[config.mk]
export PLATFORM = sky130hd
export DESIGN_NAME = md5_stream_hasher
export DESIGN_NICKNAME = d
export VERILOG_FILES = /design/src/rtl/md5s_pkg.sv /design/src/rtl/md5s_ram.sv /design/src/rtl/md5s_round.sv /design/src/rtl/md5_stream_hasher.sv
export SDC_FILE = /design/constraint.sdc
export NUM_CORES = 2
export LEC_CHECK = 0
export ABC_CLOCK_PERIOD_IN_PS = 15350
export BUFFER_PORTS_ARGS = -buffer_cell sky130_fd_sc_hd__buf_2
export CAP_MARGIN = 20
export CORE_MARGIN = 2
export CORE_UTILIZATION = 41
export DETAILED_ROUTE_END_ITERATION = 12
export HOLD_SLACK_MARGIN = 0.06
export MAX_ROUTING_LAYER = met4
export SLEW_MARGIN = 0
export SYNTH_ARGS = -nofsm -noshare
export SYNTH_HDL_FRONTEND = slang
export SYNTH_SLANG_ARGS = --single-unit
[constraint.sdc]
create_clock -name i_clk -period 15.35 [get_ports i_clk]
set_input_delay 4.605 -clock i_clk [delete_from_list [all_inputs] [get_ports i_clk]]
set_output_delay 4.605 -clock i_clk [all_outputs]
set_load 0.1 [all_outputs]
[src/rtl/md5s_pkg.sv]
// md5 hasher package: microcode words, round tables and helper functions
package md5s_pkg;

    localparam int unsigned BUF_WORDS = 16;
    localparam int unsigned BUF_AW    = 4;

    localparam logic [3:0] LEN_LO_ADDR = 4'd14;
    localparam logic [3:0] LEN_HI_ADDR = 4'd15;

    localparam logic [31:0] IV [4] = '{
        32'h67452301, 32'hEFCDAB89, 32'h98BADCFE, 32'h10325476
    };

    localparam logic [31:0] K_TABLE [64] = '{
        32'hD76AA478, 32'hE8C7B756, 32'h242070DB, 32'hC1BDCEEE,
        32'hF57C0FAF, 32'h4787C62A, 32'hA8304613, 32'hFD469501,
        32'h698098D8, 32'h8B44F7AF, 32'hFFFF5BB1, 32'h895CD7BE,
        32'h6B901122, 32'hFD987193, 32'hA679438E, 32'h49B40821,
        32'hF61E2562, 32'hC040B340, 32'h265E5A51, 32'hE9B6C7AA,
        32'hD62F105D, 32'h02441453, 32'hD8A1E681, 32'hE7D3FBC8,
        32'h21E1CDE6, 32'hC33707D6, 32'hF4D50D87, 32'h455A14ED,
        32'hA9E3E905, 32'hFCEFA3F8, 32'h676F02D9, 32'h8D2A4C8A,
        32'hFFFA3942, 32'h8771F681, 32'h6D9D6122, 32'hFDE5380C,
        32'hA4BEEA44, 32'h4BDECFA9, 32'hF6BB4B60, 32'hBEBFBC70,
        32'h289B7EC6, 32'hEAA127FA, 32'hD4EF3085, 32'h04881D05,
        32'hD9D4D039, 32'hE6DB99E5, 32'h1FA27CF8, 32'hC4AC5665,
        32'hF4292244, 32'h432AFF97, 32'hAB9423A7, 32'hFC93A039,
        32'h655B59C3, 32'h8F0CCC92, 32'hFFEFF47D, 32'h85845DD1,
        32'h6FA87E4F, 32'hFE2CE6E0, 32'hA3014314, 32'h4E0811A1,
        32'hF7537E82, 32'hBD3AF235, 32'h2AD7D2BB, 32'hEB86D391
    };

    // microcode step addresses
    typedef logic [3:0] t_pc;
    localparam t_pc S_IDLE  = 4'd0;
    localparam t_pc S_PADH  = 4'd1;
    localparam t_pc S_ZLO   = 4'd2;
    localparam t_pc S_ZHI   = 4'd3;
    localparam t_pc S_LENL  = 4'd4;
    localparam t_pc S_LENH  = 4'd5;
    localparam t_pc S_CINIT = 4'd6;
    localparam t_pc S_CRND  = 4'd7;
    localparam t_pc S_CFIN  = 4'd8;
    localparam t_pc S_EMIT  = 4'd9;

    typedef enum logic [3:0] {
        OP_ACCEPT,
        OP_PADHEAD,
        OP_ZLO,
        OP_ZHI,
        OP_LENLO,
        OP_LENHI,
        OP_CINIT,
        OP_ROUND,
        OP_CFIN,
        OP_EMIT
    } t_op;

    typedef enum logic [3:0] {
        C_NEVER,
        C_ALWAYS,
        C_BLKDONE,
        C_LASTACC,
        C_HIGHPAD,
        C_WPTR14,
        C_WPTR16,
        C_RNDLAST,
        C_RETURN,
        C_OUTBUSY
    } t_cond;

    typedef struct packed {
        t_op   op;
        t_cond cond_a;
        t_pc   tgt_a;
        t_cond cond_b;
        t_pc   tgt_b;
        t_pc   nxt;
        logic  set_ret;
        t_pc   ret;
    } t_ctrl;

    typedef struct packed {
        logic blkdone;
        logic lastacc;
        logic highpad;
        logic wptr14;
        logic wptr16;
        logic rndlast;
        logic outbusy;
    } t_flags;

    function automatic t_ctrl ucode(t_pc pc);
        t_ctrl w;
        w = '{op: OP_ACCEPT, cond_a: C_NEVER, tgt_a: S_IDLE, cond_b: C_NEVER,
              tgt_b: S_IDLE, nxt: S_IDLE, set_ret: 1'b0, ret: S_IDLE};
        unique case (pc)
            S_IDLE: begin
                w.op = OP_ACCEPT;
                w.cond_a = C_BLKDONE; w.tgt_a = S_CINIT;
                w.cond_b = C_LASTACC; w.tgt_b = S_PADH;
                w.nxt = S_IDLE;
            end
            S_PADH: begin
                w.op = OP_PADHEAD;
                w.cond_a = C_HIGHPAD; w.tgt_a = S_ZHI;
                w.nxt = S_ZLO;
            end
            S_ZLO: begin
                w.op = OP_ZLO;
                w.cond_a = C_WPTR14; w.tgt_a = S_LENL;
                w.nxt = S_ZLO;
            end
            S_ZHI: begin
                w.op = OP_ZHI;
                w.cond_a = C_WPTR16; w.tgt_a = S_CINIT;
                w.set_ret = 1'b1; w.ret = S_ZLO;
                w.nxt = S_ZHI;
            end
            S_LENL: begin
                w.op = OP_LENLO;
                w.nxt = S_LENH;
            end
            S_LENH: begin
                w.op = OP_LENHI;
                w.cond_a = C_ALWAYS; w.tgt_a = S_CINIT;
                w.set_ret = 1'b1; w.ret = S_EMIT;
            end
            S_CINIT: begin
                w.op = OP_CINIT;
                w.nxt = S_CRND;
            end
            S_CRND: begin
                w.op = OP_ROUND;
                w.cond_a = C_RNDLAST; w.tgt_a = S_CFIN;
                w.nxt = S_CRND;
            end
            S_CFIN: begin
                w.op = OP_CFIN;
                w.cond_a = C_RETURN;
            end
            S_EMIT: begin
                w.op = OP_EMIT;
                w.cond_a = C_OUTBUSY; w.tgt_a = S_EMIT;
                w.nxt = S_IDLE;
            end
            default: begin
                w.op = OP_ACCEPT;
                w.nxt = S_IDLE;
            end
        endcase
        return w;
    endfunction

    function automatic logic eval_cond(t_cond c, t_flags f);
        logic r;
        unique case (c)
            C_NEVER:   r = 1'b0;
            C_ALWAYS:  r = 1'b1;
            C_BLKDONE: r = f.blkdone;
            C_LASTACC: r = f.lastacc;
            C_HIGHPAD: r = f.highpad;
            C_WPTR14:  r = f.wptr14;
            C_WPTR16:  r = f.wptr16;
            C_RNDLAST: r = f.rndlast;
            C_RETURN:  r = 1'b1;
            C_OUTBUSY: r = f.outbusy;
            default:   r = 1'b0;
        endcase
        return r;
    endfunction

    // message word used by round i
    function automatic logic [3:0] msg_index(logic [5:0] i);
        logic [3:0] lo;
        logic [3:0] k;
        lo = i[3:0];
        unique case (i[5:4])
            2'd0:    k = lo;
            2'd1:    k = lo * 4'd5 + 4'd1;
            2'd2:    k = lo * 4'd3 + 4'd5;
            default: k = lo * 4'd7;
        endcase
        return k;
    endfunction

    function automatic logic [4:0] rot_amount(logic [5:0] i);
        logic [4:0] s;
        unique case ({i[5:4], i[1:0]})
            4'd0:    s = 5'd7;
            4'd1:    s = 5'd12;
            4'd2:    s = 5'd17;
            4'd3:    s = 5'd22;
            4'd4:    s = 5'd5;
            4'd5:    s = 5'd9;
            4'd6:    s = 5'd14;
            4'd7:    s = 5'd20;
            4'd8:    s = 5'd4;
            4'd9:    s = 5'd11;
            4'd10:   s = 5'd16;
            4'd11:   s = 5'd23;
            4'd12:   s = 5'd6;
            4'd13:   s = 5'd10;
            4'd14:   s = 5'd15;
            default: s = 5'd21;
        endcase
        return s;
    endfunction

    function automatic logic [31:0] rotl32(logic [31:0] x, logic [4:0] n);
        logic [63:0] t;
        t = {x, x} << n;
        return t[63:32];
    endfunction

endpackage

[src/rtl/md5s_ram.sv]
// generic simple dual-port ram with registered read
module md5s_ram #(
    parameter int unsigned WIDTH = 32,
    parameter int unsigned DEPTH = 16
) (
    input  logic                     i_clk,
    input  logic                     i_we,
    input  logic [$clog2(DEPTH)-1:0] i_waddr,
    input  logic [WIDTH-1:0]         i_wdata,
    input  logic [$clog2(DEPTH)-1:0] i_raddr,
    output logic [WIDTH-1:0]         o_rdata
);

    logic [WIDTH-1:0] r_mem [DEPTH];
    logic [WIDTH-1:0] r_rdata;

    always_ff @(posedge i_clk) begin
        if (i_we) begin
            r_mem[i_waddr] <= i_wdata;
        end
        r_rdata <= r_mem[i_raddr];
    end

    assign o_rdata = r_rdata;

endmodule

[src/rtl/md5s_round.sv]
// one md5 round step: mixing function, constant add and rotate
module md5s_round import md5s_pkg::*; (
    input  logic [31:0] i_a,
    input  logic [31:0] i_b,
    input  logic [31:0] i_c,
    input  logic [31:0] i_d,
    input  logic [31:0] i_w,
    input  logic [5:0]  i_rnd,
    output logic [31:0] o_b_next
);

    logic [31:0] f;
    logic [31:0] sum;

    always_comb begin
        unique case (i_rnd[5:4])
            2'd0:    f = (i_b & i_c) | (~i_b & i_d);
            2'd1:    f = (i_b & i_d) | (i_c & ~i_d);
            2'd2:    f = i_b ^ i_c ^ i_d;
            default: f = i_c ^ (i_b | ~i_d);
        endcase
    end

    assign sum      = i_a + f + K_TABLE[i_rnd] + i_w;
    assign o_b_next = i_b + rotl32(sum, rot_amount(i_rnd));

endmodule

[src/rtl/md5_stream_hasher.sv]
// md5 stream hasher top: microcoded sequencer over a 16-word block buffer
// a byte that does not complete a block leaves the sequencer idle and ready for the next byte
// a byte that completes a block runs the steps accept, load, 64 rounds and fold
// a last byte is followed by padding (0x80 head, zero fill to word 14, two length words), compression and output,
// with an extra zero fill and compression when the length spills, and output waits on any digest backpressure
// one round per cycle through a single round unit sets the block time
// reset loads the initial chaining values and clears fill, length and sequencer
module md5_stream_hasher import md5s_pkg::*; (
    input  logic        i_clk,
    input  logic        i_rst_n,
    input  logic        i_in_valid,
    output logic        o_in_ready,
    input  logic [7:0]  i_data_byte,
    input  logic        i_byte_valid,
    input  logic        i_last,
    output logic        o_out_valid,
    input  logic        i_out_ready,
    output logic [31:0] o_digest_word0,
    output logic [31:0] o_digest_word1,
    output logic [31:0] o_digest_word2,
    output logic [31:0] o_digest_word3
);

    t_pc         r_pc;
    t_pc         n_pc;
    t_pc         r_ret;
    t_ctrl       ctrl;
    t_flags      flags;
    logic        take_a;
    logic        take_b;

    logic [5:0]  r_fill;
    logic [63:0] r_bitlen;
    logic [23:0] r_acc;
    logic [4:0]  r_wptr;
    logic [5:0]  r_rnd;
    logic [31:0] r_chain [4];
    logic [31:0] r_rw [4];
    logic        r_out_valid;
    logic [31:0] r_digest [4];

    logic        in_acc;
    logic        out_busy;
    logic [1:0]  lane;
    logic [31:0] pad_word;
    logic [31:0] b_next;

    logic              ram_we;
    logic [BUF_AW-1:0] ram_waddr;
    logic [31:0]       ram_wdata;
    logic [BUF_AW-1:0] ram_raddr;
    logic [31:0]       ram_rdata;

    assign ctrl     = ucode(r_pc);
    assign in_acc   = i_in_valid & o_in_ready;
    assign out_busy = r_out_valid & ~i_out_ready;
    assign lane     = r_fill[1:0];

    assign o_in_ready     = (r_pc == S_IDLE);
    assign o_out_valid    = r_out_valid;
    assign o_digest_word0 = r_digest[0];
    assign o_digest_word1 = r_digest[1];
    assign o_digest_word2 = r_digest[2];
    assign o_digest_word3 = r_digest[3];

    // sequencer branch conditions
    always_comb begin
        flags.blkdone = in_acc & i_byte_valid & (r_fill == 6'd63);
        flags.lastacc = in_acc & i_last;
        flags.highpad = (r_fill[5:2] >= LEN_LO_ADDR);
        flags.wptr14  = (r_wptr == 5'd14);
        flags.wptr16  = (r_wptr == 5'd16);
        flags.rndlast = (r_rnd == 6'd63);
        flags.outbusy = out_busy;
    end

    assign take_a = eval_cond(ctrl.cond_a, flags);
    assign take_b = eval_cond(ctrl.cond_b, flags);

    always_comb begin
        priority if (take_a) begin
            n_pc = (ctrl.cond_a == C_RETURN) ? r_ret : ctrl.tgt_a;
        end else if (take_b) begin
            n_pc = ctrl.tgt_b;
        end else begin
            n_pc = ctrl.nxt;
        end
    end

    // earlier bytes of the open word, then 0x80, then zeros
    always_comb begin
        logic [31:0] acc32;
        acc32 = {8'h00, r_acc};
        for (int j = 0; j < 4; j++) begin
            if (j < int'(lane)) begin
                pad_word[8*j +: 8] = acc32[8*j +: 8];
            end else if (j == int'(lane)) begin
                pad_word[8*j +: 8] = 8'h80;
            end else begin
                pad_word[8*j +: 8] = 8'h00;
            end
        end
    end

    // buffer write port
    always_comb begin
        ram_we    = 1'b0;
        ram_waddr = r_fill[5:2];
        ram_wdata = '0;
        unique case (ctrl.op)
            OP_ACCEPT: begin
                ram_we    = in_acc & i_byte_valid & (lane == 2'd3);
                ram_wdata = {i_data_byte, r_acc};
            end
            OP_PADHEAD: begin
                ram_we    = 1'b1;
                ram_wdata = pad_word;
            end
            OP_ZLO: begin
                ram_we    = ~flags.wptr14;
                ram_waddr = r_wptr[3:0];
            end
            OP_ZHI: begin
                ram_we    = ~flags.wptr16;
                ram_waddr = r_wptr[3:0];
            end
            OP_LENLO: begin
                ram_we    = 1'b1;
                ram_waddr = LEN_LO_ADDR;
                ram_wdata = r_bitlen[31:0];
            end
            OP_LENHI: begin
                ram_we    = 1'b1;
                ram_waddr = LEN_HI_ADDR;
                ram_wdata = r_bitlen[63:32];
            end
            default: begin
            end
        endcase
    end

    // prefetch the message word of the next round
    assign ram_raddr = (ctrl.op == OP_ROUND) ? msg_index(r_rnd + 6'd1) : msg_index(r_rnd);

    md5s_ram #(
        .WIDTH (32),
        .DEPTH (BUF_WORDS)
    ) u_buf (
        .i_clk   (i_clk),
        .i_we    (ram_we),
        .i_waddr (ram_waddr),
        .i_wdata (ram_wdata),
        .i_raddr (ram_raddr),
        .o_rdata (ram_rdata)
    );

    md5s_round u_round (
        .i_a      (r_rw[0]),
        .i_b      (r_rw[1]),
        .i_c      (r_rw[2]),
        .i_d      (r_rw[3]),
        .i_w      (ram_rdata),
        .i_rnd    (r_rnd),
        .o_b_next (b_next)
    );

    always_ff @(posedge i_clk) begin
        if (!i_rst_n) begin
            r_pc        <= S_IDLE;
            r_ret       <= S_IDLE;
            r_fill      <= '0;
            r_bitlen    <= '0;
            r_wptr      <= '0;
            r_rnd       <= '0;
            r_out_valid <= 1'b0;
            for (int j = 0; j < 4; j++) begin
                r_chain[j] <= IV[j];
            end
        end else begin
            r_pc <= n_pc;
            // a new digest may replace the one taken in the same cycle
            priority if (ctrl.op == OP_EMIT && !out_busy) begin
                r_out_valid <= 1'b1;
            end else if (r_out_valid && i_out_ready) begin
                r_out_valid <= 1'b0;
            end else begin
                r_out_valid <= r_out_valid;
            end
            if (take_a && ctrl.set_ret) begin
                r_ret <= ctrl.ret;
            end
            unique case (ctrl.op)
                OP_ACCEPT: begin
                    if (in_acc) begin
                        // a block that fills on a last byte goes on to padding
                        r_ret <= i_last ? S_PADH : S_IDLE;
                        if (i_byte_valid) begin
                            r_fill   <= r_fill + 6'd1;
                            r_bitlen <= r_bitlen + 64'd8;
                        end
                    end
                end
                OP_PADHEAD: begin
                    r_wptr <= {1'b0, r_fill[5:2]} + 5'd1;
                end
                OP_ZLO: begin
                    if (!flags.wptr14) begin
                        r_wptr <= r_wptr + 5'd1;
                    end
                end
                OP_ZHI: begin
                    r_wptr <= flags.wptr16 ? 5'd0 : r_wptr + 5'd1;
                end
                OP_ROUND: begin
                    r_rnd <= r_rnd + 6'd1;
                end
                OP_CFIN: begin
                    for (int j = 0; j < 4; j++) begin
                        r_chain[j] <= r_chain[j] + r_rw[j];
                    end
                end
                OP_EMIT: begin
                    if (!out_busy) begin
                        r_fill      <= '0;
                        r_bitlen    <= '0;
                        for (int j = 0; j < 4; j++) begin
                            r_chain[j] <= IV[j];
                        end
                    end
                end
                default: begin
                end
            endcase
        end
    end

    // payload registers
    always_ff @(posedge i_clk) begin
        unique case (ctrl.op)
            OP_ACCEPT: begin
                if (in_acc && i_byte_valid && lane != 2'd3) begin
                    r_acc[8*lane +: 8] <= i_data_byte;
                end
            end
            OP_CINIT: begin
                for (int j = 0; j < 4; j++) begin
                    r_rw[j] <= r_chain[j];
                end
            end
            OP_ROUND: begin
                r_rw[0] <= r_rw[3];
                r_rw[1] <= b_next;
                r_rw[2] <= r_rw[1];
                r_rw[3] <= r_rw[2];
            end
            OP_EMIT: begin
                if (!out_busy) begin
                    for (int j = 0; j < 4; j++) begin
                        r_digest[j] <= r_chain[j];
                    end
                end
            end
            default: begin
            end
        endcase
    end

    a_emit_sets_valid: assert property (@(posedge i_clk) disable iff (!i_rst_n)
        (r_pc == S_EMIT && !out_busy) |=> o_out_valid)
        else $error("digest not presented after emit step");

    a_rounds_start_at_zero: assert property (@(posedge i_clk) disable iff (!i_rst_n)
        (r_pc == S_CINIT) |=> (r_pc == S_CRND && r_rnd == 6'd0))
        else $error("round loop did not start at round zero");

    a_fold_after_last_round: assert property (@(posedge i_clk) disable iff (!i_rst_n)
        (r_pc == S_CFIN) |-> ($past(r_pc) == S_CRND && r_rnd == 6'd0))
        else $error("fold step reached without completing 64 rounds");

    a_zero_fill_in_range: assert property (@(posedge i_clk) disable iff (!i_rst_n)
        (r_pc == S_ZLO) |-> (r_wptr <= 5'd14))
        else $error("zero fill ran into the length words");

endmodule
Word level (Yosys, flattened, before mapping)
Memory sizes are Yosys's and may differ from the RTL's. A register that Yosys moved wholly into a read port is not among the register bits.
Index checks and enable logic that the tools add are counted.
{"block": "op_classes", "add_sub_neg": 18, "mul": 6, "order_cmp": 5, "eq_ne": 53, "shifts": 3, "mux": 74, "bitwise_logic": 34, "n_reduce_logical": 24}
{"cell": "$mux W32", "count": 14}
{"cell": "$add A32 B32 Y32", "count": 8}
{"cell": "$mux W64", "count": 3}
{"cell": "$and A32 B32 Y32", "count": 4}
{"cell": "$pmux W32 S4", "count": 1}
{"cell": "$pmux W64 S2", "count": 1}
{"cell": "$or A32 B32 Y32", "count": 3}
{"cell": "$pmux W32 S3", "count": 1}
{"cell": "$xor A32 B32 Y32", "count": 3}
{"cell": "$add A64 B4 Y64 const B", "count": 1}
{"cell": "$eq A4 B3 Y1 const B", "count": 16}
{"cell": "$not A32 Y32", "count": 2}
{"cell": "$shl A64 B5 Y64", "count": 1}
{"cell": "$mux W8", "count": 7}
{"cell": "$mux W4", "count": 9}
{"cell": "$pmux W4 S3", "count": 3}
{"cell": "$pmux W4 S9", "count": 1}
{"cell": "$neg A5 Y34", "count": 1}
{"cell": "$shift A8 B34 Y24 const A", "count": 1}
{"cell": "$shiftx A8 B34 Y24", "count": 1}
{"cell": "$eq A4 B2 Y1 const B", "count": 8}
{"cell": "$eq A4 B4 Y1 const B", "count": 8}
{"cell": "$pmux W4 S8", "count": 1}
{"cell": "$bwmux W24", "count": 1}
{"cell": "44 further kinds", "count": 118}
{"block": "word_totals", "regBits": 114, "ramBits": 896, "rom_bits": 2128, "input_bits": 14, "out_inout_bits": 130, "word_cells": 231, "memories": 6}
{"name": "(name not given)", "depth": 64, "word_bits": 32, "rd": 1, "rd_ports_with_merged_regs": 0, "write_ports": 0, "line_no": "md5s_round.sv:24", "text": "assign sum = i_a + f + K_TABLE[i_rnd] + i_w;"}
{"name": "u_buf.r_mem", "depth": 16, "word_bits": 32, "rd": 1, "rd_ports_with_merged_regs": 1, "write_ports": 1, "line_no": "md5s_ram.sv:14", "text": "logic [WIDTH-1:0] r_mem [DEPTH];"}
{"name": "r_chain", "depth": 4, "word_bits": 32, "rd": 4, "rd_ports_with_merged_regs": 0, "write_ports": 4, "line_no": "md5_stream_hasher.sv:37", "text": "logic [31:0] r_chain [4];"}
{"name": "r_digest", "depth": 4, "word_bits": 32, "rd": 4, "rd_ports_with_merged_regs": 0, "write_ports": 4, "line_no": "md5_stream_hasher.sv:40", "text": "logic [31:0] r_digest [4];"}
{"name": "r_rw", "depth": 4, "word_bits": 32, "rd": 4, "rd_ports_with_merged_regs": 0, "write_ports": 4, "line_no": "md5_stream_hasher.sv:38", "text": "logic [31:0] r_rw [4];"}
{"name": "(name not given)", "depth": 16, "word_bits": 5, "rd": 1, "rd_ports_with_merged_regs": 1, "write_ports": 0, "line_no": "md5s_pkg.sv:189", "text": "unique case ({i[5:4], i[1:0]})"}

Logic depth before layout (Yosys ltp)
An unclocked memory read counts as a cell.
{"block": "depth", "depth_word": 11, "ltp_mapped": 39, "ltp_nobuf": 37}

Hierarchy
Synthesis repeated with hierarchy kept, for this count alone.
{"block": "unflattened", "cells_unflattened": 5260, "hier_area_um2": 58149.5}
{"mod": "md5_stream_hasher", "instances": 1, "cells_per_inst": 2590, "area_per_inst_um2": 26047.5, "seq_area_each_um2": 13352.8}
{"mod": "md5s_ram", "instances": 1, "cells_per_inst": 838, "area_per_inst_um2": 19835.3, "seq_area_each_um2": 16015.4}
{"mod": "md5s_round", "instances": 1, "cells_per_inst": 1832, "area_per_inst_um2": 12266.8, "seq_area_each_um2": 0.0}

Worst setup path before layout
Ideal clock, no wire load.
{"block": "synth_timing", "kind": "input-to-reg", "startpoint": "input i_out_ready", "endpoint": "memory r_chain[1][0], enable pin", "setup_time_ns": 0.389, "arrival_time_ns": 15.134, "t_required_ns": 14.961, "slack_ns": -0.173, "path_stages": 5, "path_buffers": 0, "cell_sequence": "nor2b_1 nor3_1 nand2b_1 nor2_1 inv_1"}
{"item": "from (decl)", "line_no": "md5_stream_hasher.sv:17", "text": "input logic i_out_ready,"}
{"item": "to (decl)", "line_no": "md5_stream_hasher.sv:37"}

==> impl_metrics.toml <==
[route]
drt-total-wl_um = 182600
wl_per_cell_um = 25.38
dr.pass1.iters = 9
vias = 42270
drtIter0Drc = 4366
drc = 0
vias_per_cell = 5.873
ant_nets = 0

[synth]
synth.distinct_cells = 94
syn_inst = 5139
synthTopCellsByArea = "edfxtp_1 45%, dfxtp_1 6.5%, mux4_2 6.1%"
ys_seq_area_share_pct = 51.14
synth_top_area_cell = "edfxtp_1"
ys_async_sr_fraction_pct = 0
ys_top_cells_by_count = "856 x edfxtp_1, 684 x nand2_1, 341 x a21oi_1"
post-synth-top-count-cell = "edfxtp_1"
yosys_register_bits = 1044
syn-cell-area_sq_mm = 0.05762
yosys_warnings = 0
synth_edf_count = 856
synth_area_per_cell_sq_um = 11.21
synth_top_area_share_pct = 44.61
synthFlopType = "edfxtp_1"
synth_nets = 5462

[hold_path]
holdPathStages = 2
hold_class = "reg -> reg"
min-delay-start = "r_ret[1]"
worst_hold_path.endpoint = "r_ret[1]"

[pwr]
clockPowerShare_pct = 43.1
ir_worst_vdd_mv = 0.1089
seq_power_share_pct = 47.8
p_comb_share_pct = 9.1
p_per_area_mw_per_mm2 = 100.5
p_leak_nw = 24.00
power_switching_mw = 1.545
power_switching_share_pct = 23.84
p_int_mw = 4.935

[place]
port_buffers = 143
dp_hpwl_um = 128200
placedInstanceArea_sq_mm = 0.06055
dp.cells = 6983
finalWeightedCongestion = 1.008

[timing]
fin_crit_ns = 11.52
rsz0062_at_grt = "no"
hold_viol = 0
worstMarginPinSlew_ns = 1.320
clock_skew_ns = 0.1000
period_share_pct = 75.07
fmax_mhz = 86.78
drv_slew = 0
fin_setup_tns_ns = 0
slew_headroom_pct = 12.00
finalSetupViolations = 0

[worst_setup_path]
worst_path_max_delay_cell = "ha_1"
worstPathArrival_ns = 11.94
crit_fanout = 30
endpoint_kind = "flip-flop"
r2r_setup_slack_ns = 3.83
cp.required_ns = 15.76
reg2reg_from = "r_rnd[1]"
rr_endpoint = "r_rw[1][28]"
rr_worst_depth = 37
worstSetupStartpointType = "flip-flop"
critical_path_class = "reg -> reg"
crit_top_cell = "fa_1"
slowest_delay_ns = 0.73

[floorplan]
io-pin-count = 144
fp-row-count = 137
die_area_sq_mm = 0.1436
core_area_sq_mm = 0.1395
die_h_um = 378.9
start_util_pct = 41.29
die_w_um = 378.9

[finish]
fillers = 12830
nNetsFinal = 5545
final_layout_size_suffix_gt1_share_pct = 12.13
final_cells = 7197
syn_to_final_growth_pct = 11.86
fin_area_sq_mm = 0.06445

[clock_network]
cts_setup_buffers = 0
clock_latency_ns = 0.78
postCtsHoldBufs = 0
clk_path_buf_depth = 3
clock-sinks = 1044
cts_tree = "done"
clk_pin_slew_ns = 0.06
cts_root_buf = "clkbuf_16"
ctsHtreeMaxLevel = 3
cts_inserted_buffers = 110
post_cts_resized = 0

[outcome]
status = "finished, final reports clean"

[grt]
grt_max_degree = 175
antenna_found_initial = 9
grt_pass1_wl_um = 266300
grt_pass1_vias = 39960
gr-total-overflow = 0
groute.usage.overall_pct = 25.87

[run]
drv_cap = 0
==> layout by cell type, fill, tap and decap left out, types with 110 or more instances in the layout <==
cell,n
clkbuf_16,110
nor2_1,271
inv_1,253
o21ai_0,254
xnor2_1,155
a21oi_1,340
ha_1,239
xor2_1,112
mux4_2,157
buf_2,143
edfxtp_1,856
nand2_1,683
nor3_1,134
dfxtp_1,184
==> metrics by stage <==
step | hold slack, ns | util, % | setup WS [ns] | power (mW)
after floorplan | 0.4341 | - | 3.901 | 3.559
after global placement | 0.4591 | 43.39 | 4.340 | 3.734
after detailed placement | 0.4577 | 43.39 | 4.112 | 3.738
after CTS | 0.4661 | 46.15 | 3.948 | 6.527
after global routing | 0.4898 | 46.19 | 3.234 | 6.695
final | 0.4605 | 46.19 | 3.827 | 6.480
==> worst max-delay path by stage <==
stage,endpoint,depth (start not counted),start,slack [ns]
2_1_floorplan,r_chain[1][0],5,i_out_ready,3.90
3_3_place_gp,r_rw[1][28],37,r_rnd[1],4.34
3_5_place_dp,r_rw[1][28],37,r_rnd[1],4.11
4_1_cts,r_rw[1][28],37,r_rnd[1],3.95
5_1_grt,r_rw[1][28],36,r_rnd[1],3.23
6_report,r_rw[1][28],37,r_rnd[1],3.83
==> routing by layer <==
metal  part of all wire (%)  track usage, %
met1                     42           34.33
met2                     46           39.63
met3                    7.0           3.475
met4                    5.1           11.61
met5                      0               -
==> sequential cells by signal, indices dropped and copies added, names as in the netlist, named ones only <==
name,count
r_digest,128
u_buf.r_mem,512
r_wptr,5
r_chain,128
r_acc,24
o_out_valid,1
r_ret,4
r_rw,128
r_bitlen,61
r_fill,6
u_buf.o_rdata,32
r_pc,4
r_rnd,6
==> cell type report <==
type / count / area [sq um] / area share (%)
Multi-Input combinational cell: 3579 / 26400 / 40.96
Sequential cell: 1044 / 29480 / 45.74
Tap cell: 1876 / 2347 / 3.642
Antenna cell: 2 / 5.005 / 0.007765
Clock inverter: 57 / 818.3 / 1.270
Clock buffer: 152 / 3030 / 4.702
Inverter: 262 / 984.7 / 1.528
Timing Repair Buffer: 225 / 1389 / 2.155
==> logic make-up (layout without fill, tap and decap cells) <==
family          Yosys count  after routing  share of synthesized area [%]
compound gates         1195           1195                          13.38
xor+xnor                268            268                          4.074
fa+ha+maj               310            310                          7.639
buf+inv                 516            696                          3.433
flops                  1044           1044                          51.14
mux                     268            268                          8.232
other cells               0              2                              0
simple gates           1538           1538                          12.10
==> power by group through the flow <==
| stage | Sequential [mW] | Combinational (mW) | Clock [mW] |
|---|---|---|---|
| floorplan | 3.15 | 0.411 | 0 |
| global placement | 3.15 | 0.580 | 0 |
| detailed placement | 3.15 | 0.584 | 0 |
| CTS | 3.09 | 0.587 | 2.85 |
| global route | 3.09 | 0.645 | 2.96 |
| finish | 3.09 | 0.591 | 2.80 |
==> worst max-delay path, delay by kind of cell (launching register included) <==
family,cells,cell delay (ns)
buf+inv,5,1.37
compound gates,20,4.83
xor+xnor,1,0.14
fa+ha+maj,7,3.16
simple gates,2,0.38
flops,1,0.31
mux,2,0.96
Power figures use the tool's default switching activity.
